`src/sv/kfsl_pkg.sv`:
```
// Shared types, codes and defaults for the keyframe segment locator.
// No dependencies; the divider, top level and checker refer to this package by scoped names.
`timescale 1ns / 1ps
`default_nettype none

package kfsl_pkg;

    localparam int TIME_W            = 32;
    localparam int SLOT_W            = 8;
    localparam int KEY_W             = 8;
    localparam int FRAC_W            = 17;
    localparam int CNT_W             = 9;
    localparam int DEF_MAX_KEYS      = 256;
    localparam int DEF_FRACTION_BITS = 16;

    // request codes carried in req_type
    localparam logic REQ_WRITE = 1'b0;
    localparam logic REQ_QUERY = 1'b1;

    typedef logic [TIME_W-1:0] t_time;
    typedef logic [SLOT_W-1:0] t_slot;
    typedef logic [KEY_W-1:0]  t_key;
    typedef logic [FRAC_W-1:0] t_frac;
    typedef logic [CNT_W-1:0]  t_count;

    typedef struct packed {
        logic  req_type;
        t_slot key_slot;
        t_time key_time;
        t_time query_time;
    } t_req;

    typedef struct packed {
        t_key  lower_key;
        t_key  upper_key;
        t_frac fraction;
        logic  before_first;
        logic  zero_span;
    } t_result;

    typedef enum logic [2:0] {
        S_IDLE,
        S_LAST,
        S_SEARCH,
        S_T1,
        S_T2,
        S_DIV
    } t_state;

endpackage

`default_nettype wire

```
`src/sv/kfsl_div.sv`:
```
// Bit-serial restoring divider: one quotient bit per cycle into a shift register.
// Needs num < den; gives (num << FRACTION_BITS) / den. Uses kfsl_pkg.
`timescale 1ns / 1ps
`default_nettype none

module kfsl_div #(
    parameter int FRACTION_BITS = kfsl_pkg::DEF_FRACTION_BITS
) (
    input  wire logic                     i_clk,
    input  wire logic                     i_rst_n,
    input  wire logic                     i_start,
    input  wire kfsl_pkg::t_time          i_num,
    input  wire kfsl_pkg::t_time          i_den,
    output logic                          o_done,
    output logic [FRACTION_BITS-1:0]      o_quot
);

    localparam int CW = $clog2(FRACTION_BITS + 1);

    logic                        r_busy;
    logic                        r_done;
    logic [CW-1:0]               r_count;
    kfsl_pkg::t_time             r_rem;
    kfsl_pkg::t_time             r_den;
    logic [FRACTION_BITS-1:0]    r_quot;

    logic [kfsl_pkg::TIME_W:0]   rem2;
    logic [kfsl_pkg::TIME_W:0]   diff;
    logic                        take;

    always_comb begin
        rem2 = {r_rem, 1'b0};
        diff = rem2 - {1'b0, r_den};
        take = (rem2 >= {1'b0, r_den});
    end

    always_ff @(posedge i_clk) begin
        if (!i_rst_n) begin
            r_busy  <= 1'b0;
            r_done  <= 1'b0;
            r_count <= '0;
        end else if (i_start) begin
            r_busy  <= 1'b1;
            r_done  <= 1'b0;
            r_count <= CW'(FRACTION_BITS);
        end else if (r_busy) begin
            r_count <= r_count - CW'(1);
            if (r_count == CW'(1)) begin
                r_busy <= 1'b0;
                r_done <= 1'b1;
            end
        end else begin
            r_done <= 1'b0;
        end
    end

    always_ff @(posedge i_clk) begin
        if (i_start) begin
            r_rem <= i_num;
            r_den <= i_den;
        end else if (r_busy) begin
            // remainder stays below the divisor, so the low word is enough
            r_rem  <= take ? diff[kfsl_pkg::TIME_W-1:0] : rem2[kfsl_pkg::TIME_W-1:0];
            r_quot <= {r_quot[FRACTION_BITS-2:0], take};
        end
    end

    assign o_done = r_done;
    assign o_quot = r_quot;

endmodule

`default_nettype wire

```
`config.mk`:
```
export PLATFORM = sky130hd
export DESIGN_NAME = kfsl_div
export DESIGN_NICKNAME = d
export VERILOG_FILES = /design/src/sv/kfsl_pkg.sv /design/src/sv/kfsl_div.sv
export SDC_FILE = /design/constraint.sdc
export NUM_CORES = 1
export LEC_CHECK = 0
export BUFFER_PORTS_ARGS = -buffer_cell sky130_fd_sc_hd__buf_2
export CAP_MARGIN = 5
export CORE_UTILIZATION = 62
export DETAILED_ROUTE_END_ITERATION = 16
export GPL_ROUTABILITY_DRIVEN = 0
export PLACE_DENSITY = 0.86
export SYNTH_ARGS = -nofsm -noshare
export SYNTH_HDL_FRONTEND = slang
export SYNTH_SLANG_ARGS = --single-unit
```
`constraint.sdc`:
```
create_clock -name i_clk -period 5.5 [get_ports i_clk]
set_input_delay 0.55 -clock i_clk [delete_from_list [all_inputs] [get_ports i_clk]]
set_output_delay 0.55 -clock i_clk [all_outputs]
set_load 0.01 [all_outputs]
```
Yosys cells after proc, flatten, opt, wreduce, memory -nomap -nowiden
Cells that the tools add are included.

$add $sub $neg: 2. Bitwise gates (word level): 3. Reductions and logical operators: 4. Equality and inequality tests: 1. Multiplexer cells: 8. $lt $le $gt $ge: 1.

Operators by type and width (number): two-way mux 32 bit (3); >= comparator 33 x 32 -> 1 bit (1); subtractor 32 bit (1); two-way mux 5 bit (2); == test 5 x 1 -> 1 bit, second input constant (1); subtractor 5 x 1 -> 5 bit, second input constant (1); two-way mux 1 bit (3); inverter 1 bit (3); OR reduction 3 bit (1); AND reduction 2 bit (1); nonzero test 2 bit (1); OR reduction 2 bit (1).

Output and inout port bits: 17. Bits in registers: 87. Input bits: 67.

Logic depth before layout (Yosys ltp)
Word-level depth: 4. Gate-level depth with buffers: 13. Depth with buffers taken out: 11.

Least setup slack after synthesis
OpenSTA, ideal clock, no wires.

Path kind: register to register. Start point: register r_rem[3]. End point: register r_rem[10] (data pin). Data arrival time: 2568 ps. Setup time: 266 ps. Stages on the path, launching flop included: 12. Path slack: 2666 ps. Period minus slack after synthesis: 2834 ps. Path buffers: 1. Cell sequence: edfxtp_1 > ha_1 > a21o_1 > a211o_1 > o21a_2 > a211oi_4 > o31ai_4 > a211oi_4 > nor2_4 > buf_8 > mux2i_1 > o21ai_1.

Cells in the longest elaborated chain, start to end: 4. Elaborated cells between the ends (all ways): 5. Those cells by class: add/sub: 1; order compare: 1; mux: 3.

RTL lines: from (decl) (line kfsl_div.sv:23) `kfsl_pkg::t_time r_rem;`; from (signal assigned) (line kfsl_div.sv:59) `r_rem <= i_num;`; from (signal assigned) (line kfsl_div.sv:63) `r_rem <= take ? diff[kfsl_pkg::TIME_W-1:0] : rem2[kfsl_pkg::TIME_W-1:0];`; subtractor 32 bit or >= comparator 33 x 32 -> 1 bit (tied branches) (line kfsl_div.sv:33, kfsl_div.sv:34); two-way mux 32 bit * (line kfsl_div.sv:63); two-way mux 32 bit * (line kfsl_div.sv:61) `end else if (r_busy) begin`; two-way mux 32 bit * (line kfsl_div.sv:58) `if (i_start) begin`.

Every way passes the cells marked *; elsewhere a longest branch is shown, timed or not. The select of a mux whose other input is x is not followed. A chain may end at the register's enable or synchronous reset.

Worst setup path in the final report
Start point: register r_rem[2]. End point: register r_rem[28] (data pin).

The elaborated chain is that of the path after synthesis.

==> run metrics <==
WP data required around 5.6 ns; CP most frequent cell a211oi_4; Mapped Cells about 520; slew margin rel. around 17%; area grow syn2layout 11.8%; FF-to-FF Start r_rem[2]; family with the most delay on the worst path compound AO/OA/AOI/OAI gates; GRT Total Usage a little over a quarter; synth warn 0; die height ~95 um; Slowest-stage cell, CP nor2_4; Max Clock Skew approximately 0.012 ns; setup TNS 0 ns; sequential share of the synthesized area a little under half; #FFs+latches synth a little under 90; Chip Width roughly 95 um; Iter 0 DRT Violations 239; clock sinks 87; fmax 0.270 GHz; critical path type reg -> reg; Startpoint Class flop; multi-input logic area 2560 um2; Avg WL per Cell around 16 um; die area around 9000 um2; clock root buffer master clkbuf_8; run status completed; register area roughly 2500 um2; pin count of the biggest net entering global routing 60; n_diodes 0; ys flop type edfxtp_1; Final Max Tran Viols 0; CTS tree yes; H-tree levels 3; post-route ant nets 0; fillers between 500 and 600; vias per cell roughly 5.9; WP data arrival 3.84 ns; post-synth net total around 620; IO Port Bufs 83; Worst Hold Path Cells 1; Buf/Inv on CP 0; first-pass GRT wire length 19.0 mm; EDFF count, synth 80; share of layout cells above drive strength 1 18.5%; Ports 84; cts repair resizes 0; unrepaired setup endpoints after global routing no; R2R Setup Slk 1.79 ns; Layout Nets roughly 700; Hold Crit Endpoint r_den[18]; fin crit share between 60% and 70%; R2R cell count 10; Post-Syn Area per Cell between 10 and 15 um2; CTS Hold Bufs 0; max cap viols 0; initial antenna violation count 0; worst ir drop on vdd approximately 0.23 mV; Synth cell types 59; Synth async-reset ratio 0%; grt ovf 0; aggregate routed wire length between 10 and 15 mm; CP Max Fanout 35; worst slew pin tran approximately 1.2 ns; Leak between 2 and 3 nW; Bufs on Longest Clock Path 2; Hold Fails Final Rpt 0; Post-Synthesis Cell Area around 5400 um2; DP Wirelength 8.22 mm; Core Area 8300 um2; Critical R2R Capture r_rem[28]; max incr delay on CP 0.94 ns; crit path time final around 3.7 ns; drt pass-1 iters 5; WHS around 0.35 ns; DR DRC count 0; CTS buffer count 9; via count between 4,000 and 5,000; Initial Utilization between 60% and 70%; final setup fails 0; critical path cell sequence ha_1 > nand2_1 > a211oi_2 > o21a_2 > a211oi_4 > o31ai_4 > a211oi_4 > nor2_4 > o211ai_1 > a22o_1; power per cell area ~430 nW/um2; site row count 33; Hold Crit Class in -> reg; clk slew on worst S/H paths ~0.09 ns; CP endpoint kind flop; number of global-route vias before repair between 4,000 and 5,000; Hold Startpoint i_den[18]; clock latency on the worst-skew pair 0.37 ns; Post-CTS Repair Setup Buffers 0
[cell usage after synthesis, types with 3 or more instances]
cell,number,area [um2]
edfxtp_1,80,2400
nand2_1,54,203
inv_1,43,161
a21oi_1,41,205
nor2_1,36,135
ha_1,34,425
o21ai_0,29,145
mux2i_1,26,260
o21ai_1,20,100
xnor2_1,19,166
a21o_1,12,90.1
xor2_1,11,96.3
clkbuf_1,10,37.5
nand2b_1,8,50.1
a211oi_1,7,52.6
dfxtp_1,7,140
nand3_1,7,35.0
nor3_1,7,35.0
o21a_1,6,45.0
a31oi_1,4,25.0
nand4_1,4,25.0
and2_1,3,18.8
buf_2,3,15.0
buf_8,3,45.0
nor4_1,3,18.8
o211ai_1,3,22.5
or3_1,3,18.8
[sequential cells by signal (all words and copies together), names as in the netlist]
register and cells:
o_done 1, r_rem 32, r_den 32, o_quot 16, r_count 5, r_busy 1
[per-layer routing]
| metal | track usage (%) | wire [um] |
|---|---|---|
| met1 | 35.3 | 4880 |
| met2 | 45.3 | 5420 |
| met3 | 5.74 | 746 |
| met4 | 10.9 | 345 |
| met5 | 0 | 0 |
[kinds of logic after synthesis]
logic type | count (synthesis) | synth area share, %
multiplexers | 27 | 5.13
XOR/XNOR | 30 | 4.90
AND/OR/NAND/NOR | 137 | 11.9
adder cells (fa/ha/maj) | 35 | 8.30
buffers and inverters | 59 | 4.83
flip-flops | 87 | 47.4
AO/OA/AOI/OAI | 147 | 17.5
[how the worst max path moves through the flow]
| stage | start | end | slack [ns] | depth (start not counted) |
|---|---|---|---|---|
| 6_report | r_rem[2] | r_rem[28] | 1.79 | 10 |
| 5_1_grt | r_rem[2] | r_rem[3] | 1.59 | 10 |
| 4_1_cts | r_rem[2] | r_rem[28] | 1.78 | 10 |
| 3_5_place_dp | r_rem[2] | r_rem[28] | 1.80 | 10 |
| 3_3_place_gp | r_rem[1] | r_rem[28] | 1.95 | 10 |
| 2_1_floorplan | r_rem[3] | r_rem[10] | 2.67 | 11 |
[final cells by class]
type                       instances  share of cell area [%]
multi-input combinational        376                    42.7
tap                              105                    2.19
inverter                          43                    2.69
clock inverter                     5                   0.605
sequential                        87                    42.4
clock buffer                      11                    2.19
timing repair buffer              85                    7.18
[worst register-to-register path, delay by kind of cell (launching register included)]
family	cells	cell delay [ns]
simple gates	2	1.05
fa+ha+maj	1	0.38
compound gates	7	1.64
flops	1	0.41
[cell usage in the layout (no fill, tap or decap), types with 19 or more instances in the layout]
| cell type | n |
|---|---|
| nand2_1 | 54 |
| inv_1 | 43 |
| buf_2 | 83 |
| o21ai_0 | 29 |
| o21ai_1 | 20 |
| nor2_1 | 36 |
| a21oi_1 | 41 |
| ha_1 | 34 |
| mux2i_1 | 26 |
| edfxtp_1 | 80 |
| xnor2_1 | 19 |
[report_power, final]
part           switching [mW]  internal [mW]
Sequential             0.0553          0.858
Clock                   0.237          0.164
Combinational           0.744          0.543
[through the flow]
step           setup slack, ns  cells  utilization, %  area (um2)  power, mW
2_1_floorplan             2.67    522               -        5360       1.95
3_3_place_gp              1.95    696            70.2        5830       2.13
3_5_place_dp              1.80    696            70.2        5830       2.18
4_1_cts                   1.78    712            72.2        6000       2.59
5_1_grt                   1.59    712            72.2        6000       2.77
6_report                  1.79    712            72.2        6000       2.60
(Power assumes the default switching activity.)
